--- config.mk ---
export PLATFORM = sky130hd
export DESIGN_NAME = vfa_div_cell
export DESIGN_NICKNAME = d
export VERILOG_FILES = /design/src/hdl/vfa_pkg.sv /design/src/hdl/vfa_div_cell.sv
export SDC_FILE = /design/constraint.sdc
export NUM_CORES = 1
export LEC_CHECK = 0
export BUFFER_PORTS_ARGS = -buffer_cell sky130_fd_sc_hd__buf_2
export CAP_MARGIN = 40
export CORE_AREA = 2 2 453 455
export CTS_CLUSTER_SIZE = 30
export DETAILED_ROUTE_END_ITERATION = 10
export DIE_AREA = 0 0 455 457
export GPL_ROUTABILITY_DRIVEN = 0
export MAX_ROUTING_LAYER = met4
export PLACE_DENSITY = 0.4
export SLEW_MARGIN = 20
export SYNTH_ARGS = -nofsm -noshare
export SYNTH_HDL_FRONTEND = slang
export SYNTH_SLANG_ARGS = --single-unit
--- constraint.sdc ---
create_clock -name clk -period 1.8 [get_ports clk]
set_input_delay 0.18 -clock clk [delete_from_list [all_inputs] [get_ports clk]]
set_output_delay 0.18 -clock clk [all_outputs]
set_load 0.005 [all_outputs]
--- src/hdl/vfa_pkg.sv ---
// types and constants for the fixed-point 3-vector unit
// used by vfa_sqrt_cell, vfa_div_cell and vec3_fixed_point_alu; no dependencies
`default_nettype none

package vfa_pkg;

    localparam int ROOT_BITS = 32;
    localparam int QUO_BITS  = 32;

    typedef enum logic [2:0] {
        OP_MAG   = 3'd0,
        OP_NORM  = 3'd1,
        OP_TRUNC = 3'd2,
        OP_DOT   = 3'd3,
        OP_CROSS = 3'd4
    } op_t;

    // item carried down the pipe; er/esc hold results settled early
    typedef struct packed {
        logic [2:0]        op;
        logic [2:0][31:0]  a;
        logic [30:0]       limit;
        logic [2:0][31:0]  er;
        logic [31:0]       esc;
    } item_t;

    typedef struct packed {
        item_t                 item;
        logic [63:0]           rem;
        logic [ROOT_BITS-1:0]  root;
    } sqrt_t;

    typedef struct packed {
        item_t                       item;
        logic [2:0][63:0]            rem;
        logic [2:0][QUO_BITS-1:0]    q;
        logic [31:0]                 den;
        logic                        use_div;
    } div_t;

    function automatic logic [31:0] sat32(input logic signed [65:0] v);
        logic [31:0] r;
        if (v > 66'sd2147483647)
            r = 32'h7fff_ffff;
        else if (v < -66'sd2147483648)
            r = 32'h8000_0000;
        else
            r = v[31:0];
        return r;
    endfunction

endpackage

`default_nettype wire

--- src/hdl/vfa_div_cell.sv ---
// one quotient bit for each of the three component dividers
// depends on vfa_pkg
`default_nettype none

module vfa_div_cell #(
    parameter int K = 31
) (
    input  wire logic          clk,
    input  wire logic          rst_n,
    input  wire logic          en,
    input  wire logic          in_valid,
    input  wire vfa_pkg::div_t in_data,
    output logic               out_valid,
    output vfa_pkg::div_t      out_data
);

    logic          valid_reg;
    vfa_pkg::div_t data_reg;
    vfa_pkg::div_t data_next;
    logic [63:0]   trial;

    always_comb
    begin
        trial     = {32'b0, in_data.den} << K;
        data_next = in_data;
        for (int i = 0; i < 3; i++)
        begin
            if (in_data.rem[i] >= trial)
            begin
                data_next.rem[i] = in_data.rem[i] - trial;
                data_next.q[i]   = in_data.q[i] | (vfa_pkg::QUO_BITS'(1) << K);
            end
        end
    end

    always_ff @(posedge clk or negedge rst_n)
    begin
        if (!rst_n)
            valid_reg <= 1'b0;
        else if (en)
            valid_reg <= in_valid;
    end

    always_ff @(posedge clk)
    begin
        if (en)
            data_reg <= data_next;
    end

    assign out_valid = valid_reg;
    assign out_data  = data_reg;

endmodule

`default_nettype wire

==> results of run 1 <==
[kinds of logic (layout without fill, tap and decap cells)]
family                     Yosys count  after routing
AOI/OAI and AO/OA                  409            409
xor gates and xnor gates            73             73
adders and majority gates           99             99
buffers and inverters              104           2526
DFF                                580            580
muxes                               10             10
other                                0             96
and+or+nand+nor                    404            405
[metal layers]
metal,up-vias,track usage (%)
met5,-,-
met3,336,4.97
li1,11400,-
met2,1183,32.9
met1,12700,21.4
met4,0,8.40
[flip-flops by register name (all words and copies together) (netlist names)]
name       count
out_data     579
out_valid      1
[cell usage in the layout, fill, tap and decap left out, drive strengths merged, types with 5 or more instances in the layout]
cell type and instances:
nor4 29, and3 10, nand4 25, o31ai 12
o21bai 15, nand3 20, clkbuf 105, edfxtp 579
o21a 15, xor2 31, xnor2 42, diode 96
nor2 82, clkinv 32, a21o 49, nand2 157
a31oi 11, nor4b 5, clkinvlp 13, a2111o 5
nand2b 18, bufinv 5, a21oi 104, and2 7
a211oi 17, inv 54, dlygate4sd3 582, nor2b 12
nor3 21, buf 1735, ha 96, o211ai 11
mux2 9, o21ai 123
[critical path: stages]
cell	delay (ns)
buf_2	0.12
clkinvlp_4	0.10
buf_12	0.15
ha_4	0.30
nand2_2	0.05
o21a_1	0.19
o211ai_1	0.27
a22oi_2	0.13
buf_4	0.16
a2111oi_4	0.36
buf_4	0.20
nor2_4	0.11
buf_12	0.19
o31ai_4	0.24
[worst max path at each step]
stage,endpoint,slack [ns],depth (start not counted)
finish,out_data[228],-0.46,14
global route,out_data[228],-0.53,14
CTS,out_data[228],-0.40,14
detailed placement,out_data[228],-1.59,14
global placement,out_data[228],-1.62,14
floorplan,out_data[256],-0.69,9
[report_power, final]
part           total [mW]  switching [mW]  leakage (nW)  internal (mW)
Sequential           16.9           0.497          5.68           16.4
Combinational        11.1            5.81          13.8           5.29
Clock                16.0            6.96          1.23           9.04
Total                44.0            13.3          20.7           30.7
[what timing repair did]
| action | CTS | global route |
|---|---|---|
| gates resized for setup | 265 | 236 |
| setup endpoints to repair | 102 | 102 |
| hold buffers | 580 | 2 |
| endpoints found under the hold margin | 620 | 1 |
| pin swaps | 97 | 107 |
| cloned | 7 | 6 |
| buffers inserted | 42 | 26 |
[final cells by class]
cell class,instances,share of cell area [%]
diodes,96,0.480
clock buffers,97,4.17
clock inverters,45,0.920
inverters,59,0.592
multi-input cells,996,18.0
flip-flops and latches,580,34.8
well taps,2688,6.72
repair buffers,2325,34.3
==> key figures, run 1 <==
Status
  – Outcome: finished with violations
  – Failing checks: negative setup slack

Worst setup path
  – Largest fanout on the critical path: 7
  – Worst reg2reg path depth: 1
  – Worst r2r dst: out_valid
  – R2R Path Start: out_valid
  – Reg2Reg Setup Slack: 1.07 ns
  – CP startpoint: in_data[12]
  – Worst setup SP type: input port
  – Critical path class: in -> reg
  – Worst Path Arrival: 2.78 ns
  – Worst Path Required: 2.33 ns
  – Crit end category: flip-flop

Global routing
  – GRT overflow: 0
  – Pin count of the biggest net entering global routing: 51
  – Initial antenna violation count: 183
  – First-pass GRT wire length: 256 mm
  – Vias in the first global route: 25.4k
  – Global-route usage over all layers: 19.4%

Floorplanning
  – Initial Utilization: 12.0%
  – Core area: 203000 um^2
  – IO Count: 1163
  – Die width: 455 um
  – Cell row count: 166
  – Die ar.: 208000 um^2
  – Die H: 457 um

Synth
  – Most common cell in the netlist: edfxtp_1
  – Top cells by count, synth: 579 x edfxtp_1, 157 x nand2_1, 120 x o21ai_0
  – Synth Flop Type: edfxtp_1
  – Cells after synthesis: 1679
  – Syn_area_per_cell: 14.6 um^2
  – Top cell type by total area after synthesis: edfxtp_1
  – FF+latch count, synth: 580
  – Cell area after technology mapping: 24400 um^2
  – Adder-cell area share of the yosys netlist: 5.16%
  – Synth top area share: 71.1%
  – Ys Warns: 0
  – Yosys cell types: 81
  – Post-synthesis sequential area ratio: 71.2%
  – Syn nets: 2361
  – Post-synthesis simple-gate area fraction: 7.89%
  – Largest family of logic cells by synthesized area: compound AO/OA/AOI/OAI gates
  – Largest cells by area after synthesis: edfxtp_1 71%, ha_1 4.9%, o21ai_0 2.5%, nand2_1 2.4%, a21oi_1 2.1%
  – Post-synthesis compound-gate area fraction: 10.9%
  – EDFF count, synth: 579
  – Post-synthesis mux area share: 0.471%
  – Synth Area in XOR/XNOR: 2.62%
  – Async SR Flop Fraction: 0.172%

Cells and area
  – Fin area: 50000 um^2
  – Non-filler instance count after layout: 6886
  – Layout Area Growth over Synthesis: 105%
  – Multi-input gate area: 9010 um^2
  – Filler cells: 21.8k
  – Register Area: 17400 um^2
  – Number of nets in the layout: 4723
  – Layout cells sized above 1: 54.7%
  – Fin util: 24.6%

Drt
  – Met1 WL: 78.7 mm
  – Post-DRT Antenna Nets: 0
  – DR top layer: met4
  – Iter 0 DRT Violations: 1876
  – # DRC: 0
  – Via count: 25.5k
  – Met3 wire len: 14.6 mm
  – DR WL/cell: 29.9 um
  – Met2 wire length: 102 mm
  – Routed wire length: 206 mm
  – DRT Pass-1 Iters: 5
  – Post-DR vias/cell: 3.71

Clock network
  – Worst-path clk slew: 0.06 ns
  – CTS tree: done
  – Clock sinks: 580
  – Clk buf depth: 3
  – H-tree depth: 3
  – CTS Buf Count: 79
  – Clock latency on the worst-skew pair: 0.67 ns
  – Clk root buf: clkbuf_16

Timing
  – Final setup margin: -0.455 ns
  – Hold Vio Cnt, Final: 0
  – F_max: 0.443 GHz
  – Final period utilization: 125%
  – Count of final setup violators: 99
  – Min cycle time layout: 2.26 ns
  – RSZ-0062 raised after global routing: yes
  – Worst-Margin Slew: 0.553 ns
  – Final hold slack: 0.0846 ns
  – Total Neg Setup Slack: -26.95 ns
  – Final Skew: 0 ns
  – Count of pins over their slew limit: 0
  – Slew HR: 63.1%

Place
  – IO buf count: 1162
  – Placed Area: 38600 um^2
  – Inst Count DP: 6003
  – Placement Setup Slack: -1.59 ns
  – HPWL Detailed: 173 mm

Min path
  – WHS Path Cells: 4
  – Worst hold start: in_data[235]
  – Hold/Removal Path Class: in -> reg
  – Worst Hold End: out_data[235]

Power
  – Total power per unit cell area: 879 nW/um^2
  – Pleak: 20.7 nW
  – Power, Total: 44.0 mW
  – Peak supply drop: 0.681 mV

Flow run
  – Max-cap violations: 0
Power figures use the tool's default switching activity.
==> inputs of run 2 (changes only) <==
CORE_AREA = 3 3 454 456   (was 2 2 453 455)
DIE_AREA = 0 0 457 459   (was 0 0 455 457)
==> key figures, run 2 (synthesis results as in run 1) <==
Status
  – Outcome: finished with violations
  – Failing checks: negative setup slack

Timing
  – Worst-Margin Slew: 0.587 ns (+0.0348 ns)
  – Hold Vio Cnt, Final: 0 (unchanged)
  – RSZ-0062 raised after global routing: yes
  – Final period utilization: 124% (-0.87 points)
  – Final setup margin: -0.439 ns (+0.0156 ns)
  – Min cycle time layout: 2.24 ns (-0.0156 ns)
  – Final Skew: 0 ns (unchanged)
  – Count of pins over their slew limit: 0 (unchanged)
  – F_max: 0.447 GHz (+0.70%)
  – Count of final setup violators: 102 (+3.0%)
  – Slew HR: 60.8% (-2.2 points)

Clock network
  – H-tree depth: 3 (unchanged)
  – Worst-path clk slew: 0.07 ns (about the same)
  – CTS Buf Count: 77 (-2.5%)
  – CTS tree: done
  – Clk root buf: clkbuf_16
  – Clk buf depth: 3 (unchanged)
  – Clock sinks: 580 (unchanged)
  – Clock latency on the worst-skew pair: 0.70 ns (+0.03 ns)

Global routing
  – GRT overflow: 0 (unchanged)
  – Vias in the first global route: 25.9k (+1.8%)
  – Initial antenna violation count: 167 (-8.7%)
  – Global-route usage over all layers: 19.8% (+0.38 points)
  – Pin count of the biggest net entering global routing: 61 (+20%)
  – M3 GR Usage: 7.01% (+2.0 points)
  – Gr busiest metal: met2
  – First-pass GRT wire length: 265 mm (+3.4%)
  – Met2 track demand over resource: 33.3% (+0.41 points)
  – Met1 usage: 21.9% (+0.42 points)

Cells and area
  – Layout Area Growth over Synthesis: 105% (about the same)
  – Layout cells sized above 1: 54.7% (about the same)
  – Filler cells: 21.6k (-0.82%)
  – Commonest non-fill, non-tap cells in the layout: 1149 x buf_2, 585 x dlygate4sd3_1, 579 x edfxtp_1
  – Register Area: 17400 um^2 (unchanged)
  – Commonest non-fill, non-tap cell in the layout: buf_2
  – Number of nets in the layout: 4751 (+0.59%)
  – Multi-input gate area: 9020 um^2 (+0.17%)
  – Max reg flops: 579 (unchanged)
  – Fin util: 24.8% (+0.15 points)

Min path
  – Hold/Removal Path Class: in -> reg
  – Worst hold start: in_data[289]
  – WHS Path Cells: 4 (unchanged)
  – Worst Hold End: out_data[289]

Floorplanning
  – Core area: 202000 um^2 (-0.60%)
  – IO Count: 1163 (unchanged)
  – Die H: 459 um (+0.44%)
  – Cell row count: 165 (-0.60%)
  – Die ar.: 210000 um^2 (+0.88%)
  – Die width: 457 um (+0.44%)
  – Initial Utilization: 12.1% (+0.073 points)

Worst setup path
  – Most used cell, CP: nand4_1
  – Slowest CP cell: ha_4
  – R2R Path Start: out_valid
  – Critical path class: in -> reg
  – Worst reg2reg path depth: 1 (unchanged)
  – Crit path max-delay family: buffers and inverters
  – Largest fanout on the critical path: 6 (-1)
  – CP Buf/Inv Count: 5 (-1)
  – Worst path depth: 14 (unchanged)
  – Critical Path, Cell by Cell: buf_8 -> ha_4 -> nor4b_4 -> nand4_1 -> o2111ai_2 -> nand4_1 -> buf_6 -> a2111oi_4 -> buf_4 -> nor2_4 -> buf_12 -> buf_16 -> nand2_4 -> o21ai_2
  – Reg2Reg Setup Slack: 1.04 ns (-0.03 ns)
  – Worst Path Required: 2.25 ns (-0.08 ns)
  – Crit-path max cell delay: 0.37 ns (about the same)
  – Worst setup SP type: input port
  – Crit end category: flip-flop
  – Worst Path Arrival: 2.69 ns (-0.09 ns)
  – Worst r2r dst: out_valid

Drt
  – Post-DR vias/cell: 3.74 (+0.90%)
  – Post-DRT Antenna Nets: 0 (unchanged)
  – Iter 0 DRT Violations: 1902 (+1.4%)
  – DR WL/cell: 30.5 um (+2.0%)
  – # DRC: 0 (unchanged)
  – Routed wire length: 210 mm (+1.8%)
  – Via count: 25.7k (+0.76%)
  – DRT Pass-1 Iters: 5 (unchanged)

Power
  – Peak supply drop: 0.672 mV (-1.4%)
  – Total power per unit cell area: 881 nW/um^2 (+0.22%)
  – Pleak: 20.8 nW (+0.41%)
  – Power, Total: 44.1 mW (+0.23%)

Place
  – IO buf count: 1162 (unchanged)
  – HPWL Detailed: 176 mm (+1.7%)

Flow run
  – Max-cap violations: 0 (unchanged)
run 2: cell count changes in the layout (fill, tap and decap cells not counted), sizes merged:
cell         previous run  this run
dlygate4sd3           582       585
diode                  96        79
buf                  1735      1771
clkinv                 32        31
clkbuf                105        87
bufinv                  5         7
inv                    54        50
clkinvlp               13        19
nor2                   82        81
run 2: metrics by stage:
step	hold slack [ns]	setup TNS, ns	std cells	instance area, um^2	worst slack, ns
after floorplan	-0.116	-44.43	1679	25400	-0.692
after global placement	-0.0449	-134.12	6004	38600	-1.61
after detailed placement	-0.0435	-131.55	6004	38600	-1.53
after CTS	-0.300	-26.39	6784	49200	-0.401
after global routing	0.0330	-33.51	6860	50000	-0.537
final	0.0624	-27.44	6876	50100	-0.439
run 2: final cells by class:
type / count / share of cell area [%]
Inverter: 59 / 0.555
Timing Repair Buffer: 2356 / 34.5
Tap cell: 2672 / 6.68
Sequential cell: 580 / 34.8
Clock buffer: 87 / 3.92
Multi-Input combinational cell: 995 / 18.0
Clock inverter: 48 / 1.12
Antenna cell: 79 / 0.395
run 2: how the worst max path moves through the flow:
stage | from | endpoint | slack (ns)
3_3_place_gp | in_data[288] | out_data[293] | -1.61
2_1_floorplan | in_data[8] | out_data[256] | -0.69
5_1_grt | in_data[224] | out_data[230] | -0.54
6_report | in_data[1] | out_data[238] | -0.44
4_1_cts | in_data[224] | out_data[230] | -0.40
3_5_place_dp | in_data[288] | out_data[293] | -1.53
run 2: layer usage:
metal | wire, um | vias up
li1 | - | 11400
met1 | 82300 | 12800
met2 | 103000 | 1243
met3 | 16600 | 322
met4 | 8030 | 0
met5 | 0 | -
run 2: where the power goes:
part | internal (mW) | total, mW | switching, mW
registers | 16.4 | 16.9 | 0.547
logic | 5.34 | 11.3 | 5.95
clock network | 8.95 | 15.9 | 6.91
run 2: what timing repair did:
item,in CTS,in global routing
setup endpoints to repair,102,102
hold buffers,583,2
gates cloned,14,0
hold endpoints to repair,603,2
setup buffers,55,32
pin swaps,104,86
resized for setup,308,179
run 2: tightest hold or removal path: cells and delay by family:
| kind | cells | cell delay, ns |
|---|---|---|
| buf+inv | 2 | 0.20 |
| fa+ha+maj | 1 | 0.17 |
| compound gates | 1 | 0.05 |
