## src/hdl/vfa_pkg.sv

```systemverilog
// types and constants for the fixed-point 3-vector unit
// used by vfa_sqrt_cell, vfa_div_cell and vec3_fixed_point_alu; no dependencies
`default_nettype none

package vfa_pkg;

    localparam int ROOT_BITS = 32;
    localparam int QUO_BITS  = 32;

    typedef enum logic [2:0] {
        OP_MAG   = 3'd0,
        OP_NORM  = 3'd1,
        OP_TRUNC = 3'd2,
        OP_DOT   = 3'd3,
        OP_CROSS = 3'd4
    } op_t;

    // item carried down the pipe; er/esc hold results settled early
    typedef struct packed {
        logic [2:0]        op;
        logic [2:0][31:0]  a;
        logic [30:0]       limit;
        logic [2:0][31:0]  er;
        logic [31:0]       esc;
    } item_t;

    typedef struct packed {
        item_t                 item;
        logic [63:0]           rem;
        logic [ROOT_BITS-1:0]  root;
    } sqrt_t;

    typedef struct packed {
        item_t                       item;
        logic [2:0][63:0]            rem;
        logic [2:0][QUO_BITS-1:0]    q;
        logic [31:0]                 den;
        logic                        use_div;
    } div_t;

    function automatic logic [31:0] sat32(input logic signed [65:0] v);
        logic [31:0] r;
        if (v > 66'sd2147483647)
            r = 32'h7fff_ffff;
        else if (v < -66'sd2147483648)
            r = 32'h8000_0000;
        else
            r = v[31:0];
        return r;
    endfunction

endpackage

`default_nettype wire

```

## src/hdl/vfa_sqrt_cell.sv

```systemverilog
// one bit of the integer square root, restoring form
// depends on vfa_pkg
`default_nettype none

module vfa_sqrt_cell #(
    parameter int K = 31
) (
    input  wire logic          clk,
    input  wire logic          rst_n,
    input  wire logic          en,
    input  wire logic          in_valid,
    input  wire vfa_pkg::sqrt_t in_data,
    output logic               out_valid,
    output vfa_pkg::sqrt_t     out_data
);

    logic           valid_reg;
    vfa_pkg::sqrt_t data_reg;
    vfa_pkg::sqrt_t data_next;
    logic [65:0]    trial;
    logic [65:0]    remx;

    always_comb
    begin
        // trial = 2*root*2^K + 2^(2K), root holding only bits above K
        trial = ({34'b0, in_data.root} << (K + 1)) + (66'(1) << (2 * K));
        remx  = {2'b0, in_data.rem};
        data_next = in_data;
        if (remx >= trial)
        begin
            data_next.rem  = 64'(remx - trial);
            data_next.root = in_data.root | (vfa_pkg::ROOT_BITS'(1) << K);
        end
    end

    always_ff @(posedge clk or negedge rst_n)
    begin
        if (!rst_n)
            valid_reg <= 1'b0;
        else if (en)
            valid_reg <= in_valid;
    end

    always_ff @(posedge clk)
    begin
        if (en)
            data_reg <= data_next;
    end

    assign out_valid = valid_reg;
    assign out_data  = data_reg;

endmodule

`default_nettype wire

```

## config.mk

```make
export PLATFORM = sky130hd
export DESIGN_NAME = vfa_sqrt_cell
export DESIGN_NICKNAME = d
export VERILOG_FILES = /design/src/hdl/vfa_pkg.sv /design/src/hdl/vfa_sqrt_cell.sv
export SDC_FILE = /design/constraint.sdc
export NUM_CORES = 1
export LEC_CHECK = 0
export BUFFER_PORTS_ARGS = -buffer_cell sky130_fd_sc_hd__buf_4
export CORE_AREA = 3 3 273 275
export CTS_BUF_LIST = sky130_fd_sc_hd__clkbuf_8
export DETAILED_ROUTE_END_ITERATION = 10
export DIE_AREA = 0 0 276 278
export PLACE_DENSITY = 0.5
export SKIP_LAST_GASP = 1
export SYNTH_ARGS = -nofsm -noshare
export SYNTH_HDL_FRONTEND = slang
export SYNTH_SLANG_ARGS = --single-unit
```

## constraint.sdc

```tcl
create_clock -name clk -period 1 [get_ports clk]
set_clock_uncertainty 0.1 [all_clocks]
set_input_delay 0.3 -clock clk [delete_from_list [all_inputs] [get_ports clk]]
set_output_delay 0.3 -clock clk [all_outputs]
set_load 0.01 [all_outputs]
```

==> parameters.txt, run 1 <==
Parameter                              Value

Die
  Floorplan die area ... 76700 sq um
  Cell Rows ... 99
  Std-Cell Core Area ... 72600 sq um
  Width of the die ... 276 um
  IO Count ... 713
  Die Ht ... 278 um
  Starting density of the core ... 0.184

GRT
  Initial antenna violation count ... 20
  Via count of the first global-routing pass ... 13977
  Largest net degree at the start of global routing ... 28
  GRT Util Overall ... 0.184
  Met2 layer usage reported by global route ... 0.322
  GR peak layer ... met2
  Remaining global-route overflow ... 0
  Met3 usage ... 0.0764
  Met1 Use GR ... 0.192
  Wire length of the first global-routing pass ... 102000 um

Power and ir drop
  P_leak ... 0.0121 uW
  Power per standard cell area ... 1480 nW/um^2
  Max VDD drop ... 922 uV

Placed design
  Number of buffer cells added on primary ports ... 712
  HPWL after detailed placement ... 55400 um
  Placed Instance Area ... 21600 sq um
  Final Wtd Congestion ... 0.863
  Count of placed standard cells including taps ... 2602

Detailed routing
  DR DRC count ... 0
  Vias ... 12576
  Router iterations before antenna repair ... 4
  Detailed-route vias per instance ... 4.05
  Detailed Route Iter0 Violations ... 627
  Post-route antenna net violation count ... 0
  Detailed-route wire length per cell ... 23.6 um
  Routed Wire Length ... 73200 um

Setup path
  Startpoint class of the critical path ... primary input
  Worst EP arrival ... 2.19 ns
  Sort of element at the end of the critical path ... register
  Critical Path RT ... 1.25 ns
  Maximum fanout encountered on the critical timing path ... 4
  Critical path start-end classification ... in -> reg

Final layout
  Final std cell area, no fill ... 28700 sq um
  Nets@finish ... 2483
  Share of the core filled with cells in the final layout ... 0.395
  Fillcell total ... 6872
  Highest-count cells in the layout ignoring fill and taps ... 540 x sky130_fd_sc_hd__buf_4, 359 x sky130_fd_sc_hd__dlygate4sd3_1, 354 x sky130_fd_sc_hd__edfxtp_1
  Syn-to-layout area delta ... 115%
  Post-layout instance count excluding filler cells ... 3105
  Most common cell after layout, fill and taps aside ... sky130_fd_sc_hd__buf_4
  Share of layout cells above drive strength 1 ... 0.542

STA
  Final Hold Violating Endpoints ... 6
  Min cycle time layout ... 1.94 ns
  Max Freq ... 515 MHz
  Worst Max-Slew Pin Slew ... 0.444 ns
  Worst hold-check slack ... -0.140 ns
  Count of final setup violators ... 389
  Setup repair after global routing missed its margin ... yes
  Final Cycle Share ... 1.94
  Final Worst Setup Slack ... -0.940 ns
  Count of final max-slew check failures ... 0
  Worst slew margin relative to its limit ... 0.703

Clocking
  Clock tree from TritonCTS ... yes
  TritonCTS Sinks ... 355
  Number of buffers on the longest clock path ... 3
  CTS root buffer ... sky130_fd_sc_hd__clkbuf_8
  Clk Latency, worst-skew pair ... 0.61 ns
  # H-tree levels ... 3
  Number of buffers created by CTS ... 68
  Clock-pin slew of the registers on the worst-case setup and hold paths ... 0.06 ns

Logic synthesis
  Cell area after synthesis ... 13400 sq um
  Fraction of registers with async set/reset ... 0.00282
  Total nets after synthesis ... 1160
  Post-synth EDFFs ... 354
  Most frequently used flop master after synthesis ... sky130_fd_sc_hd__edfxtp_1
  Post-synthesis sequential area ratio ... 0.798
  Synth Register Bits ... 355
  Synthesized instance count ... 768
  Yosys warning count ... 0
  Cell variety after synth ... 57
  Average footprint of a synthesized cell ... 17.4 sq um

Status
  Result of the run ... finished, violations left
  Violations in the final reports ... negative hold slack, negative setup slack

Flow run
  MaxCap Viol Count ... 0

Hold path
  Worst min-delay path class ... in -> reg
==> cell usage after synthesis (all sizes together) (2+ instances only) <==
cell type / number / area share
o31ai: 8 / 0.011
nand3: 42 / 0.016
nor2: 26 / 0.0075
inv: 36 / 0.010
nand2: 34 / 0.0097
and2: 4 / 0.0019
o2111ai: 3 / 0.0020
or3: 3 / 0.0014
and4: 3 / 0.0020
ha: 33 / 0.031
o31a: 2 / 0.0013
a21o: 19 / 0.011
o21ai: 46 / 0.017
a21oi: 36 / 0.013
nand2b: 7 / 0.0033
a31oi: 2 / 0.00094
and3: 7 / 0.0033
xnor2: 12 / 0.0079
o21a: 7 / 0.0039
buf: 9 / 0.0045
nor3: 5 / 0.0022
a211oi: 5 / 0.0032
o211a: 2 / 0.0015
and3b: 4 / 0.0026
xor2: 10 / 0.0066
a21boi: 4 / 0.0022
edfxtp: 354 / 0.80
nor4: 9 / 0.0047
nand4: 6 / 0.0033
clkbuf: 10 / 0.0028
o211ai: 5 / 0.0028
==> power by group <==
part           leakage [uW]  total [uW]  switching, uW  internal, uW
clock              0.000711       13700           6710          7020
combinational       0.00788       10300           4410          5860
sequential          0.00348       18600            695         17900
==> flip-flops by register name, summed over array words and instances, names as in the netlist <==
| signal | count |
|---|---|
| out_data | 354 |
| out_valid | 1 |
==> metal layers <==
metal  part of all wire  up-vias
met1               0.35     6168
li1                   -     5660
met3              0.095      155
met5             0.0013        -
met4              0.050       14
met2               0.50      579
==> cells by family (layout without fill, tap and decap cells) <==
kind of cell             count (synthesis)  after routing  synth area share
other                                    0              6                 0
flip-flops                             355            355             0.798
buffers and inverters                   55           1427            0.0174
adder cells (fa/ha/maj)                 34             34            0.0324
multiplexers                             1              1          0.000843
XOR/XNOR                                22             22            0.0144
AO/OA/AOI/OAI                          147            147            0.0759
AND/OR/NAND/NOR                        154            154            0.0608
==> cell type report <==
cell class / instances / area, sq um / share of cell area
clock inverter: 50 / 297 / 0.0103
antenna: 6 / 15.0 / 0.000524
inverter: 36 / 155 / 0.00541
timing repair buffer: 1272 / 12100 / 0.421
tap: 959 / 1200 / 0.0418
sequential: 355 / 10700 / 0.372
clock buffer: 69 / 950 / 0.0331
multi-input combinational: 358 / 3320 / 0.116
==> worst max-delay path, cell delays in order <==
cell,delay [ns]
sky130_fd_sc_hd__buf_4,0.13
sky130_fd_sc_hd__ha_4,0.16
sky130_fd_sc_hd__fa_2,0.37
sky130_fd_sc_hd__nor2b_4,0.15
sky130_fd_sc_hd__o31a_1,0.27
sky130_fd_sc_hd__o21ai_2,0.08
sky130_fd_sc_hd__a21o_1,0.24
sky130_fd_sc_hd__a21oi_4,0.18
sky130_fd_sc_hd__and3b_2,0.23
sky130_fd_sc_hd__o41ai_4,0.08
==> through the flow <==
stage	setup slack (ns)	setup TNS, ns	power, uW
2_1_floorplan	-1.31	-40.86	20900
3_3_place_gp	-1.82	-127.31	26200
3_5_place_dp	-1.91	-131.77	26200
4_1_cts	-0.843	-256.19	43000
5_1_grt	-0.952	-258.04	44500
6_report	-0.940	-224.02	42600
==> repair_timing <==
action	4_1_cts	5_1_grt
resized for setup	408	87
buffers inserted	13	3
hold buffers	357	3
endpoints found under the setup margin	388	391
gates cloned	6	0
hold endpoints to repair	376	12
pin swaps	35	33
==> worst paths after layout <==
check,startpoint,endpoint,slack [ns],depth (start not counted)
setup / recovery,in_data[0],out_data[90]$_DFFE_PP_,-0.94,10
hold / removal,in_data[31],out_data[31]$_SDFFCE_PP1P_,-0.14,2
setup reg to reg,out_valid$_DFFE_PN0P_,out_valid$_DFFE_PN0P_,0.14,1
hold reg to reg,out_valid$_DFFE_PN0P_,out_valid$_DFFE_PN0P_,0.44,1
max in group asynchronous,rst_n,out_valid$_DFFE_PN0P_,0.28,3
min in group asynchronous,rst_n,out_valid$_DFFE_PN0P_,0.42,3
Note: power is estimated with default switching activity, not from simulation.
==> run 2, diff against run 1 <==
--- a/config.mk
+++ b/config.mk
@@ -6,10 +6,10 @@
 export NUM_CORES = 1
 export LEC_CHECK = 0
-export BUFFER_PORTS_ARGS = -buffer_cell sky130_fd_sc_hd__buf_4
 export CORE_AREA = 3 3 273 275
 export CTS_BUF_LIST = sky130_fd_sc_hd__clkbuf_8
 export DETAILED_ROUTE_END_ITERATION = 10
 export DIE_AREA = 0 0 276 278
-export PLACE_DENSITY = 0.5
+export DONT_BUFFER_PORTS = 1
+export PLACE_DENSITY = 0.41
 export SKIP_LAST_GASP = 1
 export SYNTH_ARGS = -nofsm -noshare
==> constraint.sdc (replaced) <==
create_clock -name clk -period 1 [get_ports clk]
set_clock_uncertainty 0.1 [all_clocks]
set_input_delay 0.2 -clock clk [delete_from_list [all_inputs] [get_ports clk]]
set_output_delay 0.2 -clock clk [all_outputs]
set_load 0.01 [all_outputs]
==> parameters.txt, run 2 (synthesis gave the netlist of run 1 again) <==
Parameter                              Value

Setup path
  Startpoint of the worst register-to-register path ... out_valid$_DFFE_PN0P_
  Chain of cells forming the critical path ... inv_1 -> ha_4 -> buf_4 -> o21a_1 -> a211oi_2 -> o21a_1 -> a21o_1 -> a211oi_2 -> a41o_1 -> o31ai_4
  Startpoint class of the critical path ... primary input
  Maximum fanout encountered on the critical timing path ... 5
  Worst EP arrival ... 2.16 ns
  Sort of element at the end of the critical path ... register
  Register-to-register path setup slack ... 0.14 ns
  Largest incremental delay on the critical path ... 0.29 ns
  Critical Path RT ... 1.32 ns
  Worst r2r path cells ... 1
  Critical path start-end classification ... in -> reg
  Capture instance of the worst register-to-register path ... out_valid$_DFFE_PN0P_
  Cell at the slowest stage of the critical path ... sky130_fd_sc_hd__o31ai_4

Clocking
  Number of buffers on the longest clock path ... 3
  Clock-pin slew of the registers on the worst-case setup and hold paths ... 0.06 ns
  Clk Latency, worst-skew pair ... 0.61 ns
  # H-tree levels ... 3
  CTS root buffer ... sky130_fd_sc_hd__clkbuf_8
  Number of buffers created by CTS ... 67
  TritonCTS Sinks ... 355
  Clock tree from TritonCTS ... yes

Die
  Starting density of the core ... 0.184
  Cell Rows ... 99
  Floorplan die area ... 76700 sq um
  IO Count ... 713
  Width of the die ... 276 um
  Std-Cell Core Area ... 72600 sq um
  Die Ht ... 278 um

GRT
  Largest net degree at the start of global routing ... 356
  Remaining global-route overflow ... 0
  Via count of the first global-routing pass ... 10082
  Initial antenna violation count ... 12
  Wire length of the first global-routing pass ... 84200 um
  GRT Util Overall ... 0.158

Detailed routing
  Detailed-route wire length per cell ... 27.1 um
  Routed Wire Length ... 63800 um
  Router iterations before antenna repair ... 4
  Vias ... 9584
  DR DRC count ... 0
  Detailed-route vias per instance ... 4.07
  Detailed Route Iter0 Violations ... 569
  Post-route antenna net violation count ... 0

Hold path
  Hold Path Sink ... out_data[1]$_DFFE_PP_
  WHS Path Cells ... 0
  Worst hold path startpoint ... in_data[1]
  Worst min-delay path class ... in -> reg

Power and ir drop
  Switching fraction of total power ... 0.268
  Max VDD drop ... 1460 uV
  Cell Int Power ... 28700 uW
  P_leak ... 0.00800 uW
  Switching component of the power ... 10500 uW
  Combinational cell fraction of total power ... 0.126
  Clock group share of total power ... 0.377
  Power per standard cell area ... 1800 nW/um^2
  Fraction of power consumed by sequential logic ... 0.497

Final layout
  Highest-count cells in the layout ignoring fill and taps ... 374 x sky130_fd_sc_hd__dlygate4sd3_1, 354 x sky130_fd_sc_hd__edfxtp_1, 116 x sky130_fd_sc_hd__buf_4
  Syn-to-layout area delta ... 62.7%
  Number of flip-flops in the largest register ... 354
  Share of layout cells above drive strength 1 ... 0.265
  Nets@finish ... 1735
  Most common cell after layout, fill and taps aside ... sky130_fd_sc_hd__dlygate4sd3_1
  Fillcell total ... 7271
  Share of the core filled with cells in the final layout ... 0.299

Status
  Violations in the final reports ... negative hold slack, negative setup slack
  Result of the run ... finished, violations left

STA
  Min cycle time layout ... 1.84 ns
  Count of final setup violators ... 414
  Count of final max-slew check failures ... 0
  Worst Max-Slew Pin Slew ... 0.644 ns
  Max Freq ... 544 MHz
  Setup repair after global routing missed its margin ... yes
  Final Cycle Share ... 1.84
  Final Hold Violating Endpoints ... 235
  Worst slew margin relative to its limit ... 0.571
  Final Worst Setup Slack ... -0.839 ns
  Worst hold-check slack ... -0.431 ns

Placed design
  Final Wtd Congestion ... 0.809
  HPWL after detailed placement ... 45800 um
  Worst slack at placement ... -2.19 ns
  Number of buffer cells added on primary ports ... 0

Flow run
  MaxCap Viol Count ... 0
-- run 2: per-layer routing --
layer	routed length [um]	track usage
met1	22700	0.166
met2	32400	0.275
met3	5720	0.0656
met4	2830	0.0735
met5	90	0
-- run 2: through the flow --
stage	hold slack (ns)	area, sq um	TNS (ns)	power [uW]	std cells
final	-0.431	21700	-159.31	39200	2354
after floorplan	-0.196	13700	-37.56	20900	768
after CTS	-0.541	21300	-195.48	39700	2331
after detailed placement	-0.196	15900	-63.63	22900	1842
after global placement	-0.196	15900	-64.27	22900	1842
after global routing	-0.505	21700	-189.38	40900	2354
-- run 2: worst max-delay path, delay by kind of cell --
kind / cells / cell delay [ns]
adders and majority gates: 1 / 0.23
buffers and inverters: 2 / 0.25
AOI/OAI and AO/OA: 7 / 1.48
-- run 2: power by group through the flow --
| stage | Combinational (uW) | Clock (uW) | Sequential, uW |
|---|---|---|---|
| floorplan | 1700 | 0 | 19200 |
| global route | 5270 | 16100 | 19600 |
| CTS | 4700 | 15500 | 19500 |
| finish | 4920 | 14800 | 19500 |
| detailed placement | 3090 | 0 | 19800 |
| global placement | 3090 | 0 | 19900 |
-- run 2: how the worst max path moves through the flow --
stage / from / end / slack [ns] / depth (start not counted)
final: in_data[9] / out_data[95]$_DFFE_PP_ / -0.84 / 10
after global routing: in_data[28] / out_data[85]$_DFFE_PP_ / -0.85 / 10
after CTS: in_data[9] / out_data[95]$_DFFE_PP_ / -0.74 / 10
after detailed placement: in_data[24] / out_data[95]$_DFFE_PP_ / -2.19 / 9
after global placement: in_data[24] / out_data[95]$_DFFE_PP_ / -2.23 / 9
after floorplan: in_data[8] / out_data[93]$_DFFE_PP_ / -1.21 / 10
-- run 2: cell type report --
cell class,instances,area (sq um),area share
Multi-Input combinational cell,359,3130,0.144
Inverter,36,156,0.00720
Timing Repair Buffer,524,5220,0.240
Tap cell,959,1200,0.0552
Clock inverter,51,415,0.0191
Antenna cell,2,5.00,0.000230
Sequential cell,355,10700,0.491
Clock buffer,68,936,0.0431
-- run 2: what timing repair did --
action / in CTS / in global routing
gates cloned: 3 / 1
hold buffers: 359 / 15
buffers inserted: 10 / 6
gates resized for setup: 60 / 50
setup endpoints to repair: 388 / 388
pin swaps: 24 / 33
hold endpoints to repair: 710 / 381
